==> src/sv/gtd_pkg.sv <==
// Shared widths, constants and register codes for the gamepad tank-drive mapper.
package gtd_pkg;

  localparam int IN_W       = 17;
  localparam int PAD_W      = 2;
  localparam int CMP_W      = 16;
  localparam int DEG_W      = 8;
  localparam int DUTY_W     = 13;
  localparam int DZ_W       = 16;

  localparam int A_W        = 9;
  localparam int G_W        = 10;
  localparam int M_W        = 16;
  localparam int P_W        = 27;
  localparam int CNT_W      = 5;

  localparam int GAIN_FRAC  = 8;
  localparam int STICK_FRAC = 15;
  localparam int SPEED_MAX  = 255;
  localparam int TURRET_SPD = 128;
  localparam int MOUNT_STEP = 5;
  localparam int SERVO_OFS  = 45;
  localparam int SERVO_DIV  = 1800;
  localparam int PWM_DIV    = 255;

  localparam int DUTY_BITS_DEF = 13;

  localparam int CFG_AW = 5;
  localparam int CFG_DW = 32;

  localparam logic [DZ_W-1:0]  DEADZONE_RST  = 16'd3277;
  localparam logic [G_W-1:0]   GAIN_RST      = 10'd256;
  localparam logic [CMP_W-1:0] PERIOD_RST    = 16'd2000;
  localparam logic [DEG_W-1:0] MOUNT_MIN_RST = 8'd0;
  localparam logic [DEG_W-1:0] MOUNT_MAX_RST = 8'd180;
  localparam logic [DEG_W-1:0] ANGLE_RST     = 8'd90;

  typedef enum logic [2:0] {
    REG_DEADZONE   = 3'd0,
    REG_LEFT_GAIN  = 3'd1,
    REG_RIGHT_GAIN = 3'd2,
    REG_PERIOD     = 3'd3,
    REG_MOUNT_MIN  = 3'd4,
    REG_MOUNT_MAX  = 3'd5
  } reg_idx_t;

endpackage

==> src/sv/gtd_lane.sv <==
// Bit-serial lane: ((a * g) >> 8) * m, then restoring division by a constant.
module gtd_lane #(
  parameter int DIV_VAL = gtd_pkg::PWM_DIV
) (
  input  logic                    clk,
  input  logic                    rst_n,
  input  logic                    start,
  input  logic [gtd_pkg::A_W-1:0] a,
  input  logic [gtd_pkg::G_W-1:0] g,
  input  logic [gtd_pkg::M_W-1:0] m,
  output logic                    done,
  output logic [gtd_pkg::P_W-1:0] q
);
  import gtd_pkg::*;

  localparam int RW = $clog2(DIV_VAL + 1);

  typedef enum logic [1:0] {
    L_IDLE,
    L_MUL1,
    L_MUL2,
    L_DIV
  } lphase_t;

  lphase_t          phase_r;
  logic [CNT_W-1:0] cnt_r;
  logic [P_W-1:0]   acc_r;
  logic [P_W-1:0]   mcand_r;
  logic [M_W-1:0]   mplier_r;
  logic [RW-1:0]    rem_r;
  logic             done_r;

  logic [P_W-1:0]   acc_nxt;
  logic [RW:0]      trial;
  logic [RW:0]      diff;
  logic             fits;

  assign acc_nxt = mplier_r[0] ? acc_r + mcand_r : acc_r;
  assign trial   = {rem_r, acc_r[P_W-1]};
  assign fits    = trial >= (RW+1)'(DIV_VAL);
  assign diff    = trial - (RW+1)'(DIV_VAL);

  always_ff @(posedge clk) begin
    if (!rst_n) begin
      phase_r <= L_IDLE;
      done_r  <= 1'b0;
    end else begin
      done_r <= (phase_r == L_DIV) && (cnt_r == '0);
      case (phase_r)
        L_IDLE: begin
          if (start) begin
            acc_r    <= '0;
            mcand_r  <= P_W'(a);
            mplier_r <= M_W'(g);
            cnt_r    <= CNT_W'(G_W - 1);
            phase_r  <= L_MUL1;
          end
        end
        L_MUL1: begin
          if (cnt_r == '0) begin
            acc_r    <= '0;
            mcand_r  <= acc_nxt >> GAIN_FRAC;
            mplier_r <= m;
            cnt_r    <= CNT_W'(M_W - 1);
            phase_r  <= L_MUL2;
          end else begin
            acc_r    <= acc_nxt;
            mcand_r  <= mcand_r << 1;
            mplier_r <= mplier_r >> 1;
            cnt_r    <= cnt_r - 1'b1;
          end
        end
        L_MUL2: begin
          acc_r <= acc_nxt;
          if (cnt_r == '0) begin
            rem_r   <= '0;
            cnt_r   <= CNT_W'(P_W - 1);
            phase_r <= L_DIV;
          end else begin
            mcand_r  <= mcand_r << 1;
            mplier_r <= mplier_r >> 1;
            cnt_r    <= cnt_r - 1'b1;
          end
        end
        L_DIV: begin
          rem_r <= fits ? diff[RW-1:0] : trial[RW-1:0];
          acc_r <= {acc_r[P_W-2:0], fits};
          cnt_r <= cnt_r - 1'b1;
          if (cnt_r == '0) begin
            phase_r <= L_IDLE;
          end
        end
        default: phase_r <= L_IDLE;
      endcase
    end
  end

  assign done = done_r;
  assign q    = acc_r;

endmodule

==> src/sv/gamepad_tank_drive_mapper.sv <==
// Top level of the gamepad tank-drive mapper: stream channels, registers, sequencer.
//
// One gamepad report enters on the in_ stream per transfer and yields exactly one
// set of commands on the out_ stream. in_tdata carries both stick axes and the
// d-pad; out_tdata carries six H-bridge compare values, the mount angle and the
// mount servo duty. Registers are written over the APB-style cfg_ port; the user
// must write them only while the block is idle, as the block does not enforce it.
// Each report passes these steps from its transfer until out_tvalid rises: the stick
// levels and the new mount angle are formed, four bit-serial lanes that run side by
// side are started, the lanes run (a 10-step gain multiply, a 16-step period
// multiply and a 27-step division by a constant, one bit per cycle), the sequencer
// sees them finish and the output register is loaded. The block works on one
// report at a time; in_tready rises in the same cycle as out_tvalid, so a new
// report is taken only once the previous result is in the output register.
// A finished result waits in the output register while out_tready is low; the
// next report is accepted meanwhile, but its result is held in the lanes until
// the output register is free.
// Reset restores every register to its default, sets the mount angle to 90
// degrees and empties the output register.
module gamepad_tank_drive_mapper #(
  parameter int DUTY_BITS = gtd_pkg::DUTY_BITS_DEF
) (
  input  logic                       clk,
  input  logic                       rst_n,
  input  logic                       in_tvalid,
  output logic                       in_tready,
  // left_stick[16:0], right_stick[33:17], pad_x[35:34], pad_y[37:36]
  input  logic [39:0]                in_tdata,
  output logic                       out_tvalid,
  input  logic                       out_tready,
  // left_fwd_cmp, left_rev_cmp, right_fwd_cmp, right_rev_cmp, turret_cw_cmp,
  // turret_ccw_cmp (16 bits each), mount_deg[103:96], mount_duty[116:104]
  output logic [119:0]               out_tdata,
  input  logic                       cfg_psel,
  input  logic                       cfg_penable,
  input  logic                       cfg_pwrite,
  input  logic [gtd_pkg::CFG_AW-1:0] cfg_paddr,
  input  logic [gtd_pkg::CFG_DW-1:0] cfg_pwdata,
  output logic [gtd_pkg::CFG_DW-1:0] cfg_prdata,
  output logic                       cfg_pready
);
  import gtd_pkg::*;

  localparam logic [M_W-1:0]   MAX_DUTY = M_W'((32'd1 << DUTY_BITS) - 32'd1);
  localparam logic [PAD_W-1:0] PAD_NONE = 2'b00;
  localparam logic [PAD_W-1:0] PAD_POS  = 2'b01;
  localparam logic [PAD_W-1:0] PAD_NEG2 = 2'b10;
  localparam logic [PAD_W-1:0] PAD_NEG  = 2'b11;
  localparam logic [G_W-1:0]   UNITY    = G_W'(1 << GAIN_FRAC);

  typedef enum logic [2:0] {
    S_IDLE,
    S_PREP,
    S_START,
    S_RUN,
    S_EMIT
  } state_t;

  // Configuration registers.
  logic [DZ_W-1:0]  deadzone_r;
  logic [G_W-1:0]   left_gain_r;
  logic [G_W-1:0]   right_gain_r;
  logic [CMP_W-1:0] period_r;
  logic [DEG_W-1:0] mount_min_r;
  logic [DEG_W-1:0] mount_max_r;

  logic     cfg_we;
  reg_idx_t cfg_idx;

  assign cfg_pready = 1'b1;
  assign cfg_we     = cfg_psel & cfg_penable & cfg_pwrite;
  assign cfg_idx    = reg_idx_t'(cfg_paddr[CFG_AW-1:2]);

  always_ff @(posedge clk) begin
    if (!rst_n) begin
      deadzone_r   <= DEADZONE_RST;
      left_gain_r  <= GAIN_RST;
      right_gain_r <= GAIN_RST;
      period_r     <= PERIOD_RST;
      mount_min_r  <= MOUNT_MIN_RST;
      mount_max_r  <= MOUNT_MAX_RST;
    end else if (cfg_we) begin
      case (cfg_idx)
        REG_DEADZONE:   deadzone_r   <= cfg_pwdata[DZ_W-1:0];
        REG_LEFT_GAIN:  left_gain_r  <= cfg_pwdata[G_W-1:0];
        REG_RIGHT_GAIN: right_gain_r <= cfg_pwdata[G_W-1:0];
        REG_PERIOD:     period_r     <= cfg_pwdata[CMP_W-1:0];
        REG_MOUNT_MIN:  mount_min_r  <= cfg_pwdata[DEG_W-1:0];
        REG_MOUNT_MAX:  mount_max_r  <= cfg_pwdata[DEG_W-1:0];
        default: ;
      endcase
    end
  end

  always_comb begin
    case (cfg_idx)
      REG_DEADZONE:   cfg_prdata = CFG_DW'(deadzone_r);
      REG_LEFT_GAIN:  cfg_prdata = CFG_DW'(left_gain_r);
      REG_RIGHT_GAIN: cfg_prdata = CFG_DW'(right_gain_r);
      REG_PERIOD:     cfg_prdata = CFG_DW'(period_r);
      REG_MOUNT_MIN:  cfg_prdata = CFG_DW'(mount_min_r);
      REG_MOUNT_MAX:  cfg_prdata = CFG_DW'(mount_max_r);
      default:        cfg_prdata = '0;
    endcase
  end

  // Stick level: zero inside the deadzone, else min(255, |y|*255 >> 15).
  function automatic logic [A_W-1:0] stick_level(logic [IN_W-1:0] y, logic [DZ_W-1:0] dz);
    logic [IN_W-1:0]            mag;
    logic [IN_W+7:0]            scaled;
    logic [IN_W+7-STICK_FRAC:0] whole;
    logic [A_W-1:0]             lvl;
    mag    = y[IN_W-1] ? (~y + 1'b1) : y;
    scaled = {mag, 8'd0} - (IN_W+8)'(mag);
    whole  = scaled[IN_W+7:STICK_FRAC];
    if (mag < IN_W'(dz)) begin
      lvl = '0;
    end else if (whole > (IN_W+8-STICK_FRAC)'(SPEED_MAX)) begin
      lvl = A_W'(SPEED_MAX);
    end else begin
      lvl = A_W'(whole);
    end
    return lvl;
  endfunction

  state_t           state_r;
  logic [IN_W-1:0]  left_in_r;
  logic [IN_W-1:0]  right_in_r;
  logic [PAD_W-1:0] pad_x_r;
  logic [PAD_W-1:0] pad_y_r;
  logic [A_W-1:0]   left_lvl_r;
  logic [A_W-1:0]   right_lvl_r;
  logic [DEG_W-1:0] angle_r;

  logic             out_tvalid_r;
  logic [CMP_W-1:0] lf_r, lr_r, rf_r, rr_r, tcw_r, tccw_r;
  logic [DEG_W-1:0] deg_r;
  logic [DUTY_W-1:0] duty_r;

  logic             in_acc;
  logic             out_free;
  logic             lane_start;

  logic signed [DEG_W+1:0] ang_sum;
  logic signed [DEG_W+1:0] ang_step;
  logic signed [DEG_W+1:0] ang_lo;
  logic [DEG_W-1:0]        ang_nxt;

  logic             l_done, r_done, t_done, d_done;
  logic [P_W-1:0]   l_q, r_q, t_q, d_q;
  logic [CMP_W-1:0] l_sat, r_sat, t_sat;

  assign in_tready  = (state_r == S_IDLE);
  assign in_acc     = in_tvalid & in_tready;
  assign out_free   = !out_tvalid_r || out_tready;
  assign lane_start = (state_r == S_START);

  always_comb begin
    case (pad_y_r)
      PAD_POS:  ang_step = (DEG_W+2)'(MOUNT_STEP);
      PAD_NEG:  ang_step = -(DEG_W+2)'(MOUNT_STEP);
      PAD_NEG2: ang_step = -(DEG_W+2)'(2 * MOUNT_STEP);
      default:  ang_step = '0;
    endcase
    ang_sum = $signed({2'b00, angle_r}) + ang_step;
    ang_lo  = (ang_sum < $signed({2'b00, mount_min_r})) ? $signed({2'b00, mount_min_r})
                                                         : ang_sum;
    ang_nxt = angle_r;
    if (pad_y_r != PAD_NONE) begin
      if (ang_lo > $signed({2'b00, mount_max_r})) begin
        ang_nxt = mount_max_r;
      end else begin
        ang_nxt = ang_lo[DEG_W-1:0];
      end
    end
  end

  gtd_lane #(.DIV_VAL(PWM_DIV)) u_left (
    .clk(clk), .rst_n(rst_n), .start(lane_start),
    .a(left_lvl_r), .g(left_gain_r), .m(period_r), .done(l_done), .q(l_q)
  );

  gtd_lane #(.DIV_VAL(PWM_DIV)) u_right (
    .clk(clk), .rst_n(rst_n), .start(lane_start),
    .a(right_lvl_r), .g(right_gain_r), .m(period_r), .done(r_done), .q(r_q)
  );

  gtd_lane #(.DIV_VAL(PWM_DIV)) u_turret (
    .clk(clk), .rst_n(rst_n), .start(lane_start),
    .a((pad_x_r != PAD_NONE) ? A_W'(TURRET_SPD) : '0), .g(UNITY), .m(period_r),
    .done(t_done), .q(t_q)
  );

  gtd_lane #(.DIV_VAL(SERVO_DIV)) u_duty (
    .clk(clk), .rst_n(rst_n), .start(lane_start),
    .a(A_W'(SERVO_OFS) + A_W'(angle_r)), .g(UNITY), .m(MAX_DUTY),
    .done(d_done), .q(d_q)
  );

  assign l_sat = (l_q > P_W'(period_r)) ? period_r : l_q[CMP_W-1:0];
  assign r_sat = (r_q > P_W'(period_r)) ? period_r : r_q[CMP_W-1:0];
  assign t_sat = (t_q > P_W'(period_r)) ? period_r : t_q[CMP_W-1:0];

  always_ff @(posedge clk) begin
    if (!rst_n) begin
      state_r      <= S_IDLE;
      out_tvalid_r <= 1'b0;
      angle_r      <= ANGLE_RST;
    end else begin
      if (out_tvalid_r && out_tready && (state_r != S_EMIT)) begin
        out_tvalid_r <= 1'b0;
      end
      case (state_r)
        S_IDLE: begin
          if (in_acc) begin
            left_in_r  <= in_tdata[16:0];
            right_in_r <= in_tdata[33:17];
            pad_x_r    <= in_tdata[35:34];
            pad_y_r    <= in_tdata[37:36];
            state_r    <= S_PREP;
          end
        end
        S_PREP: begin
          left_lvl_r  <= stick_level(left_in_r, deadzone_r);
          right_lvl_r <= stick_level(right_in_r, deadzone_r);
          angle_r     <= ang_nxt;
          state_r     <= S_START;
        end
        S_START: begin
          state_r <= S_RUN;
        end
        S_RUN: begin
          if (l_done) begin
            state_r <= S_EMIT;
          end
        end
        S_EMIT: begin
          if (out_free) begin
            lf_r         <= left_in_r[IN_W-1] ? '0 : l_sat;
            lr_r         <= left_in_r[IN_W-1] ? l_sat : '0;
            rf_r         <= right_in_r[IN_W-1] ? '0 : r_sat;
            rr_r         <= right_in_r[IN_W-1] ? r_sat : '0;
            tcw_r        <= (pad_x_r == PAD_POS) ? t_sat : '0;
            tccw_r       <= pad_x_r[PAD_W-1] ? t_sat : '0;
            deg_r        <= angle_r;
            duty_r       <= d_q[DUTY_W-1:0];
            out_tvalid_r <= 1'b1;
            state_r      <= S_IDLE;
          end
        end
        default: state_r <= S_IDLE;
      endcase
    end
  end

  assign out_tvalid = out_tvalid_r;
  assign out_tdata  = {3'b000, duty_r, deg_r, tccw_r, tcw_r, rr_r, rf_r, lr_r, lf_r};

  a_lanes_in_step: assert property (@(posedge clk) disable iff (!rst_n)
    (l_done == r_done) && (l_done == t_done) && (l_done == d_done))
    else $error("serial lanes finished out of step");

  a_done_in_run: assert property (@(posedge clk) disable iff (!rst_n)
    l_done |-> (state_r == S_RUN))
    else $error("lane finished outside the run state");

  a_legs_exclusive: assert property (@(posedge clk) disable iff (!rst_n)
    out_tvalid_r |-> ((lf_r == '0) || (lr_r == '0)) && ((rf_r == '0) || (rr_r == '0))
                     && ((tcw_r == '0) || (tccw_r == '0)))
    else $error("both legs of one bridge driven");

  a_load_from_emit: assert property (@(posedge clk) disable iff (!rst_n)
    $rose(out_tvalid_r) |-> $past(state_r == S_EMIT))
    else $error("result loaded outside the emit state");

endmodule
==> config.mk <==
export PLATFORM = sky130hd
export DESIGN_NAME = gamepad_tank_drive_mapper
export DESIGN_NICKNAME = d
export VERILOG_FILES = /design/src/sv/gtd_pkg.sv /design/src/sv/gtd_lane.sv /design/src/sv/gamepad_tank_drive_mapper.sv
export SDC_FILE = /design/constraint.sdc
export NUM_CORES = 1
export LEC_CHECK = 0
export BUFFER_PORTS_ARGS = -buffer_cell sky130_fd_sc_hd__buf_4
export CAP_MARGIN = 40
export CELL_PAD_IN_SITES_DETAIL_PLACEMENT = 1
export CELL_PAD_IN_SITES_GLOBAL_PLACEMENT = 1
export CORE_MARGIN = 4
export CORE_UTILIZATION = 44
export DETAILED_ROUTE_END_ITERATION = 8
export GPL_TIMING_DRIVEN = 0
export PLACE_DENSITY_LB_ADDON = 0.1
export SLEW_MARGIN = 5
export SYNTH_ARGS = -nofsm -noshare
export SYNTH_HDL_FRONTEND = slang
export SYNTH_SLANG_ARGS = --single-unit
==> constraint.sdc <==
create_clock -name clk -period 6.5 [get_ports clk]
set_input_delay 0.325 -clock clk [delete_from_list [all_inputs] [get_ports clk]]
set_output_delay 0.325 -clock clk [all_outputs]
set_load 0.1 [all_outputs]
## Yosys cells after proc, flatten, opt, wreduce, memory -nomap -nowiden

Cells that the tools add are included.

| storage, ports and cells | value |
|---|---|
| register bits | 597 |
| input port bits | 84 |

| operators by class | value |
|---|---|
| $add $sub $neg | 18 |
| magnitude comparators | 13 |
| eq/ne operators | 49 |
| multiplexer cells | 105 |
| bitwise gates (word level) | 5 |
| reduce and logical (&&, ||, !) cells | 54 |

Operators with widths:

| operator | number |
|---|---|
| $mux W27 | 21 |
| $pmux W27 S4 | 4 |
| $pmux W27 S3 | 4 |
| $mux W16 | 13 |
| $pmux W16 S3 | 4 |
| $add A27 B27 Y27 | 4 |
| $pmux W16 S6 | 1 |
| $gt A27 B16 Y1 | 3 |
| $mux W8 | 10 |
| $pmux W5 S4 | 4 |
| $sub A25 B17 Y25 | 2 |
| $pmux W8 S2 | 3 |
| $mux W5 | 9 |
| $add A17 B1 Y17 const B | 2 |
| $lt A17 B16 Y1 | 2 |
| $mux W17 | 2 |
| $not A17 Y17 | 2 |
| $pmux W2 S4 | 4 |
| $reduce_and A4 Y1 | 8 |
| $pmux W10 S3 | 1 |
| $ge A9 B8 Y1 const B | 3 |
| $mux W2 | 13 |
| $ne A2 B2 Y1 const B | 13 |
| $reduce_and A2 Y1 | 12 |
| other kinds (34) | 100 |

## Logic depth before layout (Yosys ltp)

| logic depth | value |
|---|---|
| word-level depth | 7 |
| mapped depth | 30 |

## Hierarchy

From an unflattened synthesis, not the netlist that was laid out.

| unflattened totals | value |
|---|---|
| cells, all modules | 4,012 |
| area, all modules | 39,806.9 um^2 |

Modules (own cells, without submodules):

| module | times used | cells an instance | area an instance (um^2) |
|---|---|---|---|
| gamepad_tank_drive_mapper | 1 | 1,717 | 16,816.1 |
| gtd_lane at u_left | 1 | 591 | 5,834.3 |
| gtd_lane at u_turret | 1 | 564 | 5,810.6 |
| gtd_lane at u_duty | 1 | 579 | 5,713.0 |
| gtd_lane at u_right | 1 | 561 | 5,632.9 |

## Worst setup path before layout

OpenSTA, ideal clock, no wires.

| timing path | value |
|---|---|
| path type | reg-to-reg |
| start | register out_tvalid_r, in the netlist out_tvalid |
| end | register deg_r[0], enable pin |
| data arrival time | 5,831 ps |
| data required time | 5,906 ps |
| setup slack | 75 ps |
| cell stages (with the launch flop) | 4 |
| cell sequence | dfxtp_1 > nand2b_1 > nand2_1 > nor2_1 |

| between the ends | value |
|---|---|
| longest elaborated chain between the ends | 3 |

Ends and longest elaborated chain:

| what | line | text |
|---|---|---|
| start: declaration | gamepad_tank_drive_mapper.sv:135 | `logic out_tvalid_r;` |
| start signal: assignment | gamepad_tank_drive_mapper.sv:207 | `out_tvalid_r <= 1'b0;` |
| start signal: assignment | gamepad_tank_drive_mapper.sv:211 | `out_tvalid_r <= 1'b0;` |
| start signal: assignment | gamepad_tank_drive_mapper.sv:247 | `out_tvalid_r <= 1'b1;` |
| $logic_not A1 Y1 | gamepad_tank_drive_mapper.sv:155 | `assign out_free = !out_tvalid_r \|\| out_tready;` |
| $logic_or A1 B1 Y1 | gamepad_tank_drive_mapper.sv:155 |  |
| $reduce_and A3 Y1 (no line) | - |  |
| end signal: assignment | gamepad_tank_drive_mapper.sv:245 | `deg_r <= angle_r;` |
| end: declaration | gamepad_tank_drive_mapper.sv:137 | `logic [DEG_W-1:0] deg_r;` |

No other way between the ends.
A chain may end at the register's enable or synchronous reset.

## Worst setup path in the final report

| timing path | value |
|---|---|
| start | register pad_y_r[1] |
| end | register angle_r[0] |

| between the ends | value |
|---|---|
| longest elaborated chain between the ends | 7 |
| elaborated cells on any way between the ends | 11 |

Ends and longest elaborated chain:

| what | line | text |
|---|---|---|
| start: declaration | gamepad_tank_drive_mapper.sv:130 | `logic [PAD_W-1:0] pad_y_r;` |
| start signal: assignment | gamepad_tank_drive_mapper.sv:219 | `pad_y_r <= in_tdata[37:36];` |
| $eq A2 B2 Y1 / $eq A2 B1 Y1 (equally long branches) | gamepad_tank_drive_mapper.sv:159 | `case (pad_y_r)` |
| $pmux W10 S3 | gamepad_tank_drive_mapper.sv:159 |  |
| $add A9 B10 Y10 | gamepad_tank_drive_mapper.sv:165 | `ang_sum = $signed({2'b00, angle_r}) + ang_step;` |
| $lt A10 B9 Y1 | gamepad_tank_drive_mapper.sv:166 | `ang_lo = (ang_sum < $signed({2'b00, mount_min_r})) ? $signed({2'b00, mount_min_r})` |
| $mux W10 | gamepad_tank_drive_mapper.sv:166 |  |
| $gt A10 B9 Y1 | gamepad_tank_drive_mapper.sv:170 | `if (ang_lo > $signed({2'b00, mount_max_r})) begin` |
| $mux W8 | gamepad_tank_drive_mapper.sv:170 |  |
| end signal: assignment | gamepad_tank_drive_mapper.sv:226 | `angle_r <= ang_nxt;` |
| end: declaration | gamepad_tank_drive_mapper.sv:133 | `logic [DEG_W-1:0] angle_r;` |

Parallel ways exist; a longest one is shown, timed or not.

==> run summary <==
Status - finished, final reports clean
Share of power burned in registers - 0.348
Initial DRC count - 2,393
Pin count of the biggest net entering global routing - 33
Synth Warn # - 0
Max FO, Critical Path - 8
RD Place Congestion - 0.908
Post-synth design cell area - 36,400 sq um
Post-Synthesis Cells - 3,611
FMAX - 164 MHz
Fin crit period - 6.08 ns
Core area - 82,100 sq um
Placed inst area - 39,900 sq um
Total GRT Usage - 0.286
Worst path slowest cell - edfxtp_1
Hold WC Path Type - in -> reg
Crit path largest cell delay - 0.47 ns
Layout cells sized above 1 - 0.108
Cell Rows - 105
Most frequent cells in the layout - edfxtp_1 (505), nor2_1 (364), a21oi_1 (304), nand2_1 (286), ha_1 (260)
CTS Buffer Depth - 3
Hold Violations, Final - 0
Leak - 16.3 nW
Sw frac - 0.390
Final Setup Violations - 0
Startpoint Class - flop
Commonest non-fill, non-tap cell in the layout - edfxtp_1
First-pass GRT wire length - 192,000 um
Top delay family on crit path - compound AO/OA/AOI/OAI gates
Top_reg_cell synth - edfxtp_1
Critical path data arrival time - 6.64 ns
Power share of the combinational group - 0.387
Die X - 296 um
Total CTS buffers - 73
Die area - 87,500 sq um
#FFs+latches synth - 594
Vias in the first global route - 30.9k
Final period util - 0.936
Final TNS setup - 0 ns
Worst setup EP type - flop
RSZ-0062 raised after global routing - false
Max_cap viols - 0
Gr ovfl total - 0
Total number of vias - 30.5k
Post-synthesis area per instance - 10.1 sq um
Power density over cell area - 357 nW/um^2
Io pins - 239
Sequential fraction of the synthesis area - 0.465
Root Driver - clkbuf_16
Critical path data required time - 7.06 ns
Switch Pwr - 5.96 mW
Sequential cell area - 16,900 sq um
First drt pass iteration count - 5
Setup CP Type - reg -> reg
TritonCTS Sinks - 594
WL final - 127,000 um
VDD IR max - 0.000175 V
Clock transition at the registers of the reported paths - 0.06 ns
Asr flop ratio synth - 0
CTS tree - yes
Nets - 4,345
Least-Margin Pin Slew - 0.952 ns
Post-route design area - 42,800 sq um
Max_slew headroom - 0.357
Worst Skew - 0.0262 ns
H-tree depth - 3
Antenna-violating nets left - 0
Buf/Inv on CP - 1
Hpwl dp - 95,900 um
P&R area growth vs syn - 17.5%
Die height - 296 um
Initial Util - 0.444
Netlist cell types - 85
DRC violation count after routing - 0
DR vias/cell - 5.96
Multi-input gate area - 18,300 sq um
Post-synth EDFFs - 505
Fillcell total - 9,053
Max Slew Vio Count - 0
Number of I/O port buffers - 198
Routed len/inst - 24.7 um
Clk Latency, worst-skew pair - 0.63 ns
Internal power - 9.32 mW
Initial antenna violation count - 3
Clock Power Share - 0.265
[state kept, by name, summed over array words and instances, names as in the netlist, 13 cells and up]
| name | flops |
|---|---|
| rr_r | 16 |
| u_left.mcand_r | 27 |
| u_turret.mplier_r | 16 |
| u_right.mplier_r | 16 |
| u_right.mcand_r | 27 |
| tcw_r | 16 |
| left_in_r | 17 |
| right_in_r | 17 |
| u_turret.mcand_r | 27 |
| u_duty.mplier_r | 13 |
| lf_r | 16 |
| u_left.q | 27 |
| rf_r | 16 |
| u_turret.q | 27 |
| u_duty.q | 27 |
| duty_r | 13 |
| period_r | 16 |
| lr_r | 16 |
| u_duty.mcand_r | 27 |
| tccw_r | 16 |
| u_right.q | 27 |
| deadzone_r | 16 |
| u_left.mplier_r | 16 |
[repair_timing]
item,in CTS,in global routing
resized for setup,0,4
hold buffers,49,0
endpoints found under the hold margin,59,0
setup endpoints to repair,8,8
setup buffers,2,3
pin swaps,0,1
[cell families after synthesis]
logic type,after synthesis,synth area share
simple gates,1102,0.144
fa+ha+maj,266,0.0924
compound gates,958,0.168
buf+inv,340,0.0372
other cells,2,0.000206
flops,594,0.465
xor+xnor,162,0.0392
mux,187,0.0535
[Yosys cell counts (all sizes together) (9+ instances only)]
cell     number  share of area
mux2i       161          0.044
or3          25         0.0044
mux2         22         0.0068
o21bai       15         0.0031
a2bb2oi      19         0.0046
nand3b       13         0.0027
a31oi        22         0.0040
o41ai         9         0.0024
buf          42         0.0065
nor2b        93          0.016
a22oi        54          0.011
ha          261          0.090
nand2b       40         0.0069
and2         30         0.0052
o211ai       31         0.0064
dfxtp        89          0.049
nand4        35         0.0062
o21ai       194          0.027
a22o         20         0.0048
inv         143          0.015
or2          10         0.0017
nand2       286          0.029
xor2         47          0.011
edfxtp      505           0.42
xnor2       115          0.028
a211o        10         0.0024
o31ai        29         0.0060
and3         53         0.0091
a32oi         9         0.0022
nor3         49         0.0067
a21o         77          0.016
o21a         44         0.0091
nor4         15         0.0030
nand3        50         0.0069
a21boi       12         0.0025
a21oi       305          0.042
clkbuf      153          0.016
a2111oi       9         0.0022
a211oi       35         0.0072
nor2        366          0.038
[metal layers]
| layer | up-vias | routed length, um | track usage |
|---|---|---|---|
| met1 | 15300 | 57700 | 0.403 |
| met3 | 193 | 8200 | 0.0474 |
| met5 | - | 13 | 0 |
| met2 | 970 | 56600 | 0.452 |
| li1 | 14100 | - | - |
| met4 | 2 | 4190 | 0.0901 |
[power groups by stage]
| stage | Combinational [mW] | Sequential, mW | Clock, mW |
|---|---|---|---|
| 2_1_floorplan | 4.03 | 5.19 | 0 |
| 3_3_place_gp | 5.55 | 5.42 | 0 |
| 3_5_place_dp | 5.78 | 5.37 | 0 |
| 4_1_cts | 5.85 | 5.30 | 4.11 |
| 5_1_grt | 6.51 | 5.35 | 4.28 |
| 6_report | 5.92 | 5.31 | 4.05 |
[worst reg2reg max path, stage by stage (launching register included)]
cell       delay [ns]
edfxtp_1         0.47
inv_1            0.14
ha_1             0.22
nor2_1           0.09
ha_1             0.21
fa_1             0.41
a21o_1           0.18
a21oi_1          0.24
nor2b_1          0.08
o21a_1           0.20
nor2_1           0.12
xnor2_1          0.17
ha_1             0.27
o21ai_0          0.08
nand2b_1         0.09
a2111oi_2        0.37
ha_2             0.38
mux2_2           0.30
ha_1             0.30
nor2b_1          0.14
o21a_1           0.15
o21ai_0          0.14
nand2b_1         0.08
a211oi_1         0.24
o21ai_0          0.14
a22o_2           0.36
mux2_2           0.33
o21ai_0          0.13
[through the flow]
step | setup WS, ns | utilization | hold WS, ns | cells | total power [mW]
after global routing | 0.0911 | 0.521 | 0.0411 | 5126 | 16.1
after global placement | -3.64 | 0.479 | 0.464 | 4899 | 11.0
after floorplan | 0.0755 | - | 0.424 | 3631 | 9.23
after CTS | 0.0592 | 0.521 | 0.00156 | 5122 | 15.3
after detailed placement | -0.348 | 0.486 | 0.467 | 4936 | 11.2
final | 0.419 | 0.521 | 0.0314 | 5127 | 15.3
[final cells by class]
type | count | area share
Buffer | 193 | 0.0188
Clock buffer | 100 | 0.0479
Timing Repair Buffer | 291 | 0.0591
Tap cell | 1070 | 0.0313
Multi-Input combinational cell | 2697 | 0.427
Clock inverter | 36 | 0.00716
Inverter | 145 | 0.0127
Antenna cell | 1 | 0.0000585
Sequential cell | 594 | 0.396
[path summary, 6_finish.rpt]
path                                     start              to  slack [ns]  depth (start not counted)
worst max-delay path                pad_y_r[1]      angle_r[0]        0.42                         27
worst min-delay path             cfg_pwdata[0]     period_r[0]        0.03                          3
worst max register to register      pad_y_r[1]      angle_r[0]        0.42                         27
worst min register to register  deadzone_r[12]  deadzone_r[12]        0.48                          2
Power figures use the tool's default switching activity.
